[config.mk]
export PLATFORM = sky130hd
export DESIGN_NAME = sensor_channel_health_monitor
export DESIGN_NICKNAME = d
export VERILOG_FILES = /design/src/hdl/schm_pkg.sv /design/src/hdl/sensor_channel_health_monitor.sv
export SDC_FILE = /design/constraint.sdc
export NUM_CORES = 1
export LEC_CHECK = 0
export BUFFER_PORTS_ARGS = -buffer_cell sky130_fd_sc_hd__buf_2
export CORE_ASPECT_RATIO = 1.5
export CORE_UTILIZATION = 24
export DETAILED_ROUTE_END_ITERATION = 10
export SYNTH_ARGS = -nofsm -noshare
export SYNTH_HDL_FRONTEND = slang
export SYNTH_SLANG_ARGS = --single-unit
[constraint.sdc]
create_clock -name clk -period 6.7 [get_ports clk]
set_input_delay 1.34 -clock clk [delete_from_list [all_inputs] [get_ports clk]]
set_output_delay 1.34 -clock clk [all_outputs]
set_load 0.05 [all_outputs]
[src/hdl/schm_pkg.sv]
// Shared types and constants for the sensor channel health monitor.
`timescale 1ns / 1ps
package schm_pkg;

	localparam int CHANNELS = 8;
	localparam int CH_W     = (CHANNELS > 1) ? $clog2(CHANNELS) : 1;

	localparam int IN_DATA_W  = 56;
	localparam int OUT_DATA_W = 24;
	localparam int CFG_DATA_W = 8;

	localparam logic [2:0]         FAIL_LIMIT     = 3'd5;
	localparam logic [9:0]         SAME_LIMIT     = 10'd600;
	localparam logic signed [11:0] AIR_FAIL_VALUE = 12'sd1260;
	localparam logic signed [11:0] DISCONNECT_RAW = -12'sd2032;
	localparam logic [7:0]         CAL_KEY_RESET  = 8'd170;
	localparam logic [3:0]         AIR_CH_OFFSET  = 4'd2;

	typedef enum logic {
		CFG_AIR_PRESENT = 1'b0,
		CFG_CAL_KEY     = 1'b1
	} cfg_reg_t;

	typedef enum logic {
		CMD_THERMO = 1'b0,
		CMD_AIR    = 1'b1
	} cmd_t;

	typedef struct packed {
		logic              cmd;
		logic [2:0]        sensor_number;
		logic              read_failed;
		logic signed [11:0] raw_temp;
		logic [7:0]        alarm_high;
		logic signed [7:0] alarm_low;
		logic signed [10:0] air_temp_tenths;
		logic [9:0]        air_humidity_tenths;
	} item_t;

	typedef struct packed {
		logic [2:0]         channel;
		logic signed [11:0] value_tenths;
		logic [2:0]         error_count;
		logic               frozen;
		logic               error_first;
		logic               error_second;
		logic               last;
	} result_t;

endpackage

[src/hdl/sensor_channel_health_monitor.sv]
// Top level: per-channel sensor value store with disconnect and freeze tracking.
//
//  channel   signals                         beat content
//  --------  ------------------------------  ---------------------------------------
//  input     s_axis_tvalid/tready/tdata/tuser one sensor reading, tuser = cmd
//  output    m_axis_tvalid/tready/tdata/tlast one channel update, tlast on final beat
//  config    cfg_valid/ready/index/data       register write, always ready
//
//  Thermometer reading: one input beat per cycle while the output is not stalled, one output beat each if in range.
//  Air-sensor reading: two output beats when an air sensor is configured, so it holds the output register for both.
//  An input beat passes the input register, then one read-modify-write of the
//  channel state into the result register, before the first output beat.
//  Reset clears all channel state and flags and sets the calibration key to 170.
//  Output stalls back up through the result register into the input register.
`timescale 1ns / 1ps
module sensor_channel_health_monitor (
	input  logic                            clk,
	input  logic                            arst_n,
	input  logic                            s_axis_tvalid,
	output logic                            s_axis_tready,
	// sensor_number, read_failed, raw_temp, alarm_high, alarm_low,
	// air_temp_tenths, air_humidity_tenths, zero pad
	input  logic [schm_pkg::IN_DATA_W-1:0]  s_axis_tdata,
	// cmd
	input  logic                            s_axis_tuser,
	output logic                            m_axis_tvalid,
	input  logic                            m_axis_tready,
	// channel, value_tenths, error_count, frozen, error_first, error_second, zero pad
	output logic [schm_pkg::OUT_DATA_W-1:0] m_axis_tdata,
	output logic                            m_axis_tlast,
	input  logic                            cfg_valid,
	output logic                            cfg_ready,
	input  logic                            cfg_index,
	input  logic [schm_pkg::CFG_DATA_W-1:0] cfg_data
);
	import schm_pkg::*;

	logic               air_present_q;
	logic [7:0]         cal_key_q;

	logic signed [11:0] value_q [CHANNELS];
	logic [2:0]         fail_q  [CHANNELS];
	logic [9:0]         same_q  [CHANNELS];
	logic signed [11:0] prev_q  [CHANNELS];
	logic               flag_first_q;
	logic               flag_second_q;

	item_t              item_s1;
	logic               item_valid_s1;

	result_t            out_q;
	result_t            pend_q;
	logic               out_valid_q;
	logic               pend_valid_q;

	logic               advance;
	logic               out_take;
	logic               has_result;
	logic               is_air;

	logic [3:0]         ch_sum;
	logic               ch_in_range;
	logic [CH_W-1:0]    ch_idx;
	logic [2:0]         fail_old;
	logic               fail_sat;
	logic [2:0]         fail_new;
	logic signed [14:0] n5;
	logic               n_neg;
	logic [13:0]        n_mag;
	logic [10:0]        q_mag;
	logic signed [11:0] tenths;
	logic signed [11:0] calibrated;
	logic signed [11:0] value_new;
	logic signed [11:0] seen;
	logic               same_hit;
	logic               same_sat;
	logic [9:0]         same_new;
	logic               frozen;
	logic               flag_old;
	logic               flag_new;
	logic               flag_first_new;
	logic               flag_second_new;

	logic               air_sat;
	logic [2:0]         air_fail_new;
	logic signed [11:0] air_v0;
	logic signed [11:0] air_v1;

	result_t            res0;
	result_t            res1;

	assign cfg_ready = 1'b1;

	always_ff @(posedge clk or negedge arst_n) begin
		if (!arst_n) begin
			air_present_q <= 1'b0;
			cal_key_q     <= CAL_KEY_RESET;
		end else if (cfg_valid && cfg_ready) begin
			unique case (cfg_reg_t'(cfg_index))
				CFG_AIR_PRESENT: air_present_q <= cfg_data[0];
				CFG_CAL_KEY:     cal_key_q     <= cfg_data[7:0];
				default:         air_present_q <= air_present_q;
			endcase
		end
	end

	// Input register
	assign out_take      = out_valid_q && m_axis_tready;
	assign advance       = item_valid_s1 && (!out_valid_q || (m_axis_tready && !pend_valid_q));
	assign s_axis_tready = !item_valid_s1 || advance;

	always_ff @(posedge clk or negedge arst_n) begin
		if (!arst_n) begin
			item_valid_s1 <= 1'b0;
		end else if (s_axis_tready) begin
			item_valid_s1 <= s_axis_tvalid;
		end
	end

	always_ff @(posedge clk) begin
		if (s_axis_tready && s_axis_tvalid) begin
			item_s1.cmd                 <= s_axis_tuser;
			item_s1.sensor_number       <= s_axis_tdata[2:0];
			item_s1.read_failed         <= s_axis_tdata[3];
			item_s1.raw_temp            <= s_axis_tdata[15:4];
			item_s1.alarm_high          <= s_axis_tdata[23:16];
			item_s1.alarm_low           <= s_axis_tdata[31:24];
			item_s1.air_temp_tenths     <= s_axis_tdata[42:32];
			item_s1.air_humidity_tenths <= s_axis_tdata[52:43];
		end
	end

	// Channel update
	always_comb begin
		is_air      = (cmd_t'(item_s1.cmd) == CMD_AIR);
		ch_sum      = {1'b0, item_s1.sensor_number} + (air_present_q ? AIR_CH_OFFSET : 4'd0);
		ch_in_range = ({1'b0, ch_sum} < 5'(CHANNELS));
		ch_idx      = ch_sum[CH_W-1:0];
		has_result  = is_air ? air_present_q : ch_in_range;

		fail_old = fail_q[ch_idx];
		fail_sat = (fail_old >= FAIL_LIMIT);
		fail_new = item_s1.read_failed ? (fail_sat ? FAIL_LIMIT : fail_old + 3'd1) : 3'd0;

		n5    = (15'(item_s1.raw_temp) <<< 2) + 15'(item_s1.raw_temp);
		n_neg = n5[14];
		n_mag = n_neg ? 14'(-n5) : n5[13:0];
		q_mag = 11'((n_mag + 14'd4) >> 3);
		tenths = n_neg ? -$signed({1'b0, q_mag}) : $signed({1'b0, q_mag});
		calibrated = tenths + ((item_s1.alarm_high == cal_key_q) ?
			12'(item_s1.alarm_low) : 12'sd0);
		value_new = item_s1.read_failed ? value_q[ch_idx] : calibrated;

		seen     = item_s1.read_failed ? DISCONNECT_RAW : item_s1.raw_temp;
		same_hit = (seen == prev_q[ch_idx]);
		same_sat = (same_q[ch_idx] >= SAME_LIMIT);
		same_new = same_hit ? (same_sat ? SAME_LIMIT : same_q[ch_idx] + 10'd1) : 10'd0;
		frozen   = same_hit && same_sat;

		flag_old = (ch_sum == 4'd0) ? flag_first_q : flag_second_q;
		flag_new = item_s1.read_failed ? (fail_sat || flag_old) : 1'b0;
		flag_new = flag_new || frozen;
		flag_first_new  = flag_first_q;
		flag_second_new = flag_second_q;
		if (!is_air && ch_sum == 4'd0) begin
			flag_first_new = flag_new;
		end
		if (!is_air && ch_sum == 4'd1) begin
			flag_second_new = flag_new;
		end

		air_sat      = (fail_q[0] >= FAIL_LIMIT);
		air_fail_new = item_s1.read_failed ? (air_sat ? FAIL_LIMIT : fail_q[0] + 3'd1) : 3'd0;
		if (item_s1.read_failed) begin
			air_v0 = air_sat ? AIR_FAIL_VALUE : value_q[0];
			air_v1 = air_sat ? AIR_FAIL_VALUE : value_q[1];
		end else begin
			air_v0 = 12'(item_s1.air_temp_tenths);
			air_v1 = $signed({2'b00, item_s1.air_humidity_tenths});
		end

		res0.error_first  = flag_first_new;
		res0.error_second = flag_second_new;
		res1.error_first  = flag_first_new;
		res1.error_second = flag_second_new;
		if (is_air) begin
			res0.channel      = 3'd0;
			res0.value_tenths = air_v0;
			res0.error_count  = air_fail_new;
			res0.frozen       = 1'b0;
			res0.last         = 1'b0;
		end else begin
			res0.channel      = ch_sum[2:0];
			res0.value_tenths = value_new;
			res0.error_count  = fail_new;
			res0.frozen       = frozen;
			res0.last         = 1'b1;
		end
		res1.channel      = 3'd1;
		res1.value_tenths = air_v1;
		res1.error_count  = fail_q[1];
		res1.frozen       = 1'b0;
		res1.last         = 1'b1;
	end

	always_ff @(posedge clk or negedge arst_n) begin
		if (!arst_n) begin
			for (int k = 0; k < CHANNELS; k++) begin
				value_q[k] <= '0;
				fail_q[k]  <= '0;
				same_q[k]  <= '0;
				prev_q[k]  <= '0;
			end
			flag_first_q  <= 1'b0;
			flag_second_q <= 1'b0;
		end else if (advance && has_result) begin
			flag_first_q  <= flag_first_new;
			flag_second_q <= flag_second_new;
			if (is_air) begin
				fail_q[0]  <= air_fail_new;
				value_q[0] <= air_v0;
				value_q[1] <= air_v1;
			end else begin
				fail_q[ch_idx]  <= fail_new;
				value_q[ch_idx] <= value_new;
				same_q[ch_idx]  <= same_new;
				prev_q[ch_idx]  <= seen;
			end
		end
	end

	// Result register with a second slot for the channel 1 beat
	always_ff @(posedge clk or negedge arst_n) begin
		if (!arst_n) begin
			out_valid_q  <= 1'b0;
			pend_valid_q <= 1'b0;
		end else if (advance && has_result) begin
			out_valid_q  <= 1'b1;
			pend_valid_q <= is_air;
		end else if (out_take) begin
			out_valid_q  <= pend_valid_q;
			pend_valid_q <= 1'b0;
		end
	end

	always_ff @(posedge clk) begin
		if (advance && has_result) begin
			out_q  <= res0;
			pend_q <= res1;
		end else if (out_take && pend_valid_q) begin
			out_q <= pend_q;
		end
	end

	assign m_axis_tvalid = out_valid_q;
	assign m_axis_tlast  = out_q.last;
	assign m_axis_tdata  = {3'b000, out_q.error_second, out_q.error_first, out_q.frozen,
		out_q.error_count, out_q.value_tenths, out_q.channel};

`ifndef SYNTHESIS
	a_pend_behind_out: assert property (@(posedge clk) disable iff (!arst_n)
		pend_valid_q |-> out_valid_q)
		else $error("second beat held without a first beat");

	a_pair_order: assert property (@(posedge clk) disable iff (!arst_n)
		pend_valid_q |-> (!out_q.last && pend_q.last && pend_q.channel == 3'd1))
		else $error("air beat pair out of order");

	a_nonlast_has_pend: assert property (@(posedge clk) disable iff (!arst_n)
		(out_valid_q && !out_q.last) |-> pend_valid_q)
		else $error("non-final beat without its follower");

	a_fail_bound: assert property (@(posedge clk) disable iff (!arst_n)
		fail_q[0] <= FAIL_LIMIT && same_q[0] <= SAME_LIMIT)
		else $error("channel 0 counter past its limit");

	a_air_zero_frozen: assert property (@(posedge clk) disable iff (!arst_n)
		(advance && has_result && is_air) |=> (out_q.channel == 3'd0 && !out_q.frozen))
		else $error("air result not on channel 0");
`endif

endmodule
==> results.toml, run 1 <==
[status]
status = "completed"

[run]
maxCapViolations = 0

[place]
place_inst = 2776
place.port_buffers = 91
place.gp.congestion = 0.797
placed_area_sq_um = 21500
dpl_worst_slack_ps = 510
dp_hpwl_microns = 33300

[sta]
tns_ps = 0
fin_ws_ps = 473
hold_violations = 0
slew_headroom = 0.205
finalSetupViolations = 0
slew_violations = 0
finalCriticalPeriod_ps = 6230
tightest_slew_ps = 1190
max_freq_mhz = 161
period_share = 0.929
rsz0062_at_grt = "false"
final.setup_skew_ps = 24.7

[critical_path]
cp.arrival_ps = 6710
cp_max_fo = 6
start_kind = "register"
critPathKind = "reg -> reg"
crit_path_end_kind = "register"
required_ps = 7180

[layout]
mostFrequentLayoutCells = "306 x dfrtp_1, 279 x nand2_1, 220 x o21ai_0, 93 x mux2_2, 93 x edfxtp_1"
final_common_cell = "dfrtp_1"
final_core_util = 0.278
nets = 1878
drive_above_1_share = 0.212
area_delta_synth_final_pct = 14.8
fin_cells = 2855
finalInstanceArea_sq_um = 22900

[grt]
grt_max_degree = 206
grt_pass1_wl_microns = 80800
grt_antenna_before_repair = 7
overflow = 0
grt_pass1_vias = 14600
grt_usage = 0.121

[route]
wire_per_inst_microns = 17.6
first_pass_iters = 6
viasPerCell = 4.75
drc = 0
drt_iter0_drc = 847
drtAntennaViolNets = 0
vias = 13600
routed_wl_microns = 50200

[floorplan]
core-area_sq_um = 82300
start_util = 0.242
fp.dieW_microns = 237
fp.dieH_microns = 355
die_area_sq_um = 84100
num_io_pins = 99
core.rowCount = 129

[power]
p_switching_uw = 3100
p_int_uw = 5750
pwr-share-seq = 0.415
ir_drop_v = 0.000193
comb_power_share = 0.319
power.leakage_uw = 0.00951
switching_share = 0.350
pwr-share-clk = 0.266
power_density_nw_per_um2 = 387

[cts]
root_buffer = "clkbuf_16"
cts_buffer_depth = 3
cts_hold_buf = 0
path_clk_slew_ps = 70
cts.htree.levels = 2
cts_tree = "built"
cts_buffers = 42
clock_sinks = 403
worstSkewPairLatency_ps = 590

[synth]
synth_cells = 1730
synth.cell_area_sq_um = 19900
avgSynthCellArea_sq_um = 11.5
synth.distinct_cells = 79
synth_warnings = 0
ys_seq_elements = 403
synthArstFlopShare = 0.769
ys_dominant_reg_cell = "dfrtp_1"
seq_area_frac_synth = 0.530
synth-edff-count = 93

[worst_hold_path]
hp-class = "reg -> reg"
## Yosys cell counts (4+ instances only)
library cell	n	area, sq um
o211ai_1	28	210
o21a_1	30	225
edfxtp_1	93	2790
xor2_1	21	184
o221ai_1	10	87.6
a31oi_1	6	37.5
nand2b_1	26	163
clkbuf_1	81	304
o21ai_1	12	60.1
a2111oi_0	4	35.0
nor4_1	9	56.3
xnor2_1	46	403
mux2i_1	34	340
nand4_1	4	25.0
dfrtp_1	306	7660
nor3b_1	6	45.0
a22oi_1	10	75.1
a2bb2oi_1	4	35.0
o22a_1	5	43.8
a211oi_1	5	37.5
a21boi_0	5	37.5
buf_1	15	56.3
inv_1	34	128
nand3_1	21	105
a21o_1	4	30.0
or3_1	7	43.8
and2_1	15	93.8
mux4_2	74	1670
o21ai_0	220	1100
a21oi_1	15	75.1
o31ai_1	11	82.6
nor2_1	45	169
nor2b_1	9	56.3
nor3_1	16	80.1
dfstp_2	4	105
buf_2	15	75.1
ha_1	33	413
mux2_2	93	1050
buf_4	4	30.0
nand2_1	283	1060
o2bb2a_1	5	50.1
## power groups by stage
| stage | sequential, uW | combinational (uW) | clock (uW) |
|---|---|---|---|
| 2_1_floorplan | 3760 | 1980 | 0 |
| 3_3_place_gp | 3660 | 2750 | 0 |
| 3_5_place_dp | 3720 | 2850 | 0 |
| 4_1_cts | 3680 | 2860 | 2430 |
| 5_1_grt | 3770 | 3170 | 2510 |
| 6_report | 3680 | 2830 | 2350 |
## cell families (layout without fill, tap and decap cells)
| logic type | Yosys count | in the layout | synth area share |
|---|---|---|---|
| AOI/OAI and AO/OA | 412 | 412 | 0.131 |
| xor gates and xnor gates | 67 | 67 | 0.0295 |
| adders and majority gates | 36 | 36 | 0.0233 |
| buffers and inverters | 150 | 221 | 0.0300 |
| DFF | 403 | 403 | 0.530 |
| muxes | 201 | 201 | 0.153 |
| other | 2 | 8 | 0.000377 |
| and+or+nand+nor | 459 | 459 | 0.103 |
## worst max-delay path, stage by stage (launching register included)
cell       delay, ps
edfxtp_1         500
ha_1             300
fa_1             650
xnor2_1          120
ha_1             290
maj3_1           380
o21ai_0          110
a22oi_1          110
xnor2_1          180
or3b_2           500
nor3_1           200
or3b_1           410
nand2_1          100
xnor2_1           70
ha_1             380
nand3_1          110
o2111ai_1        230
o211ai_1         150
xnor2_1          390
nor3_1            70
and3_1           240
or3_4            430
o31ai_2          220
## layout make-up
type,instances,area [sq um]
clock inverters,20,168
fillers,8452,59500
clock buffers,55,1200
multi-input cells,1179,8840
well taps,1048,1310
repair buffers,112,648
flip-flops and latches,403,10600
inverters,34,128
diodes,4,10.0
## registers in the layout, summed over array words and instances (netlist names), 8 cells and up
| name | flops |
|---|---|
| cal_key_q | 8 |
| fail_q | 24 |
| item_s1 | 53 |
| m_axis_tdata | 21 |
| pend_q | 17 |
| prev_q | 96 |
| same_q | 80 |
| value_q | 96 |
## path summary, 6_finish.rpt
path                        startpoint  slack [ps]            to  cells past startpoint
setup reg to reg           item_s1[37]         470   value_q[95]                     22
hold reg to reg            value_q[54]         470   value_q[54]                      2
hold / removal             value_q[54]         470   value_q[54]                      2
min in group asynchronous       arst_n         620  cal_key_q[2]                      1
max in group asynchronous       arst_n        4660    prev_q[44]                      2
setup / recovery           item_s1[37]         470   value_q[95]                     22
## metrics by stage
| step | total power, uW | hold slack (ps) |
|---|---|---|
| after floorplan | 5740 | 441 |
| after global placement | 6410 | 453 |
| after detailed placement | 6570 | 463 |
| after CTS | 8970 | 479 |
| after global routing | 9440 | 492 |
| final | 8850 | 473 |
## timing repair
| action | 4_1_cts | 5_1_grt |
|---|---|---|
| setup buffers | 0 | 0 |
| hold endpoints to repair | 0 | 0 |
| resized for setup | 0 | 2 |
| endpoints found under the setup margin | 0 | 3 |
## routing by layer
metal	vias to the layer above	GRT usage	share of wire
met5	-	0	0.00088
met4	6	0.0477	0.033
met3	89	0.0214	0.042
met2	289	0.229	0.53
met1	6834	0.133	0.39
li1	6340	-	-
Note: power is estimated with default switching activity, not from simulation.
==> inputs of run 2 (changes only) <==
Settings changed: CAP_MARGIN from default to 25.
Clock period 6.7 ns to 5 ns, I/O delays scaled along.
==> run 2 against run 1 <==
Effect of this change:
- the run now ends with negative setup slack left
- clock-buffer cell count is 8 higher
- final cell count is 5.0% higher
- critical path depth stayed put
- largest cell class unchanged
- sequential power is 33% higher
- critical endpoint unchanged
- flip-flop and latch count stayed put
- maximum frequency is 17% higher
==> results.toml, run 2 (synthesis results as in run 1) <==
[status]
status = "complete, but fails checks"
violations = "negative setup slack"

[power]
pwr-share-clk = 0.253
pwr-share-seq = 0.387
switching_share = 0.344
p_switching_uw = 4380
p_int_uw = 8330
power.leakage_uw = 0.0104
ir_drop_v = 0.000247
comb_power_share = 0.360
power_density_nw_per_um2 = 520

[place]
dp_hpwl_microns = 35300
dpl_worst_slack_ps = -508
placed_area_sq_um = 22500
place_inst = 2910
place.port_buffers = 91
place.gp.congestion = 0.801

[sta]
fin_ws_ps = -325
rsz0062_at_grt = "true"
finalCriticalPeriod_ps = 5320
slew_violations = 0
period_share = 1.06
hold_violations = 0
tightest_slew_ps = 932
slew_headroom = 0.377
final.setup_skew_ps = 13.3
max_freq_mhz = 188
whs_ps = 460
finalSetupViolations = 14

[layout]
num_antenna_cells = 0
finalInstanceArea_sq_um = 24400
drive_above_1_share = 0.299
top_regs = "prev_q x96, value_q x96, same_q x80"
fillCellCount = 8352
area_delta_synth_final_pct = 22.7
fin_cells = 2999
nets = 2024
final_common_cell = "dfrtp_1"
final_core_util = 0.297
mostFrequentLayoutCells = "306 x dfrtp_1, 274 x nand2_1, 209 x o21ai_0, 157 x buf_4, 93 x edfxtp_1"

[floorplan]
fp.dieH_microns = 355
start_util = 0.242
core.rowCount = 129
core-area_sq_um = 82300
num_io_pins = 99
fp.dieW_microns = 237
die_area_sq_um = 84100

[critical_path]
critical_path_buf_inv_count = 2
cp_common_cell = "xnor2_2"
required_ps = 5490
worstPathCellList = "ha_4, fa_2, nor4_4, buf_4, xnor2_1, and2_1, nand3_1, or4_4, a21bo_1, xnor2_2, or3b_4, o31ai_4, xor2_1, ha_2, or3_1, o211ai_1, xnor2_2, buf_6, nand2_4, o221ai_2, or3_4, o31ai_2"
cp.depth = 22
start_kind = "register"
rrSetupSlack_ps = -320
cp.arrival_ps = 5810
cpPeakStageDelay_ps = 510
crit_path_end_kind = "register"
r2r_end = "value_q[95]"
cp_max_fo = 5
cp_top_family = "simple AND/OR/NAND/NOR gates"
cpMaxStageDelayCell = "fa_2"
ff2ff_path_depth = 22
reg2reg_from = "item_s1[39]"
critPathKind = "reg -> reg"

[grt]
grt_antenna_before_repair = 4
overflow = 0
grt_max_degree = 103
grt_pass1_vias = 14900
grt_pass1_wl_microns = 82800
grt_usage = 0.124

[cts]
root_buffer = "clkbuf_16"
cts_buffers = 42
worstSkewPairLatency_ps = 580
path_clk_slew_ps = 70
cts_tree = "built"
cts.htree.levels = 2
cts_hold_buf = 0
clock_sinks = 403
cts_buffer_depth = 3

[route]
routed_wl_microns = 51700
drc = 0
first_pass_iters = 5
vias = 14100
wire_per_inst_microns = 17.2
drtAntennaViolNets = 0
viasPerCell = 4.70
drt_iter0_drc = 803

[run]
maxCapViolations = 0

[worst_hold_path]
hp-class = "in -> async"
-- run 2: cell count changes in the layout (fill, tap and decap cells not counted), moves of 6 or more --
cell,previous run,this run
buf_6,0,7
buf_4,19,157
o21ai_0,220,209
clkbuf_1,6,12
xnor2_2,0,7
xnor2_1,46,38
-- run 2: worst max-delay path by stage --
stage / startpoint / endpoint / slack [ps]
global route: item_s1[39] / value_q[95] / -570
floorplan: item_s1[37] / value_q[95] / -290
CTS: item_s1[39] / value_q[11] / -360
global placement: item_s1[39] / value_q[59] / -500
finish: item_s1[39] / value_q[95] / -320
detailed placement: item_s1[39] / m_axis_tdata[14] / -510
-- run 2: stage by stage --
step,setup TNS [ps],total power [uW]
floorplan,-2150,7740
global placement,-5870,9100
detailed placement,-7020,9310
CTS,-5500,12700
global route,-7820,13500
finish,-3320,12700
-- run 2: repair_timing --
action / CTS / global route
gates resized for setup: 33 / 55
endpoints found under the setup margin: 31 / 41
pin swaps: 24 / 23
buffers inserted: 4 / 10
-- run 2: layout make-up --
class	instances	area [sq um]	area share
multi-input cells	1179	9240	0.378
clock inverters	14	160	0.00656
clock buffers	63	1240	0.0509
repair buffers	258	1780	0.0730
flip-flops and latches	403	10600	0.432
inverters	34	128	0.00523
well taps	1048	1310	0.0537
-- run 2: layer usage --
layer	wire length, microns	track usage
met3	1710	0.0189
met2	28200	0.237
met1	20300	0.137
met4	1420	0.0432
met5	58	0
-- run 2: power groups by stage --
stage	Sequential, uW	Combinational (uW)	Clock (uW)
4_1_cts	4910	4450	3310
2_1_floorplan	5040	2700	0
3_5_place_dp	4970	4340	0
5_1_grt	5020	5060	3430
6_report	4910	4580	3210
3_3_place_gp	4880	4210	0
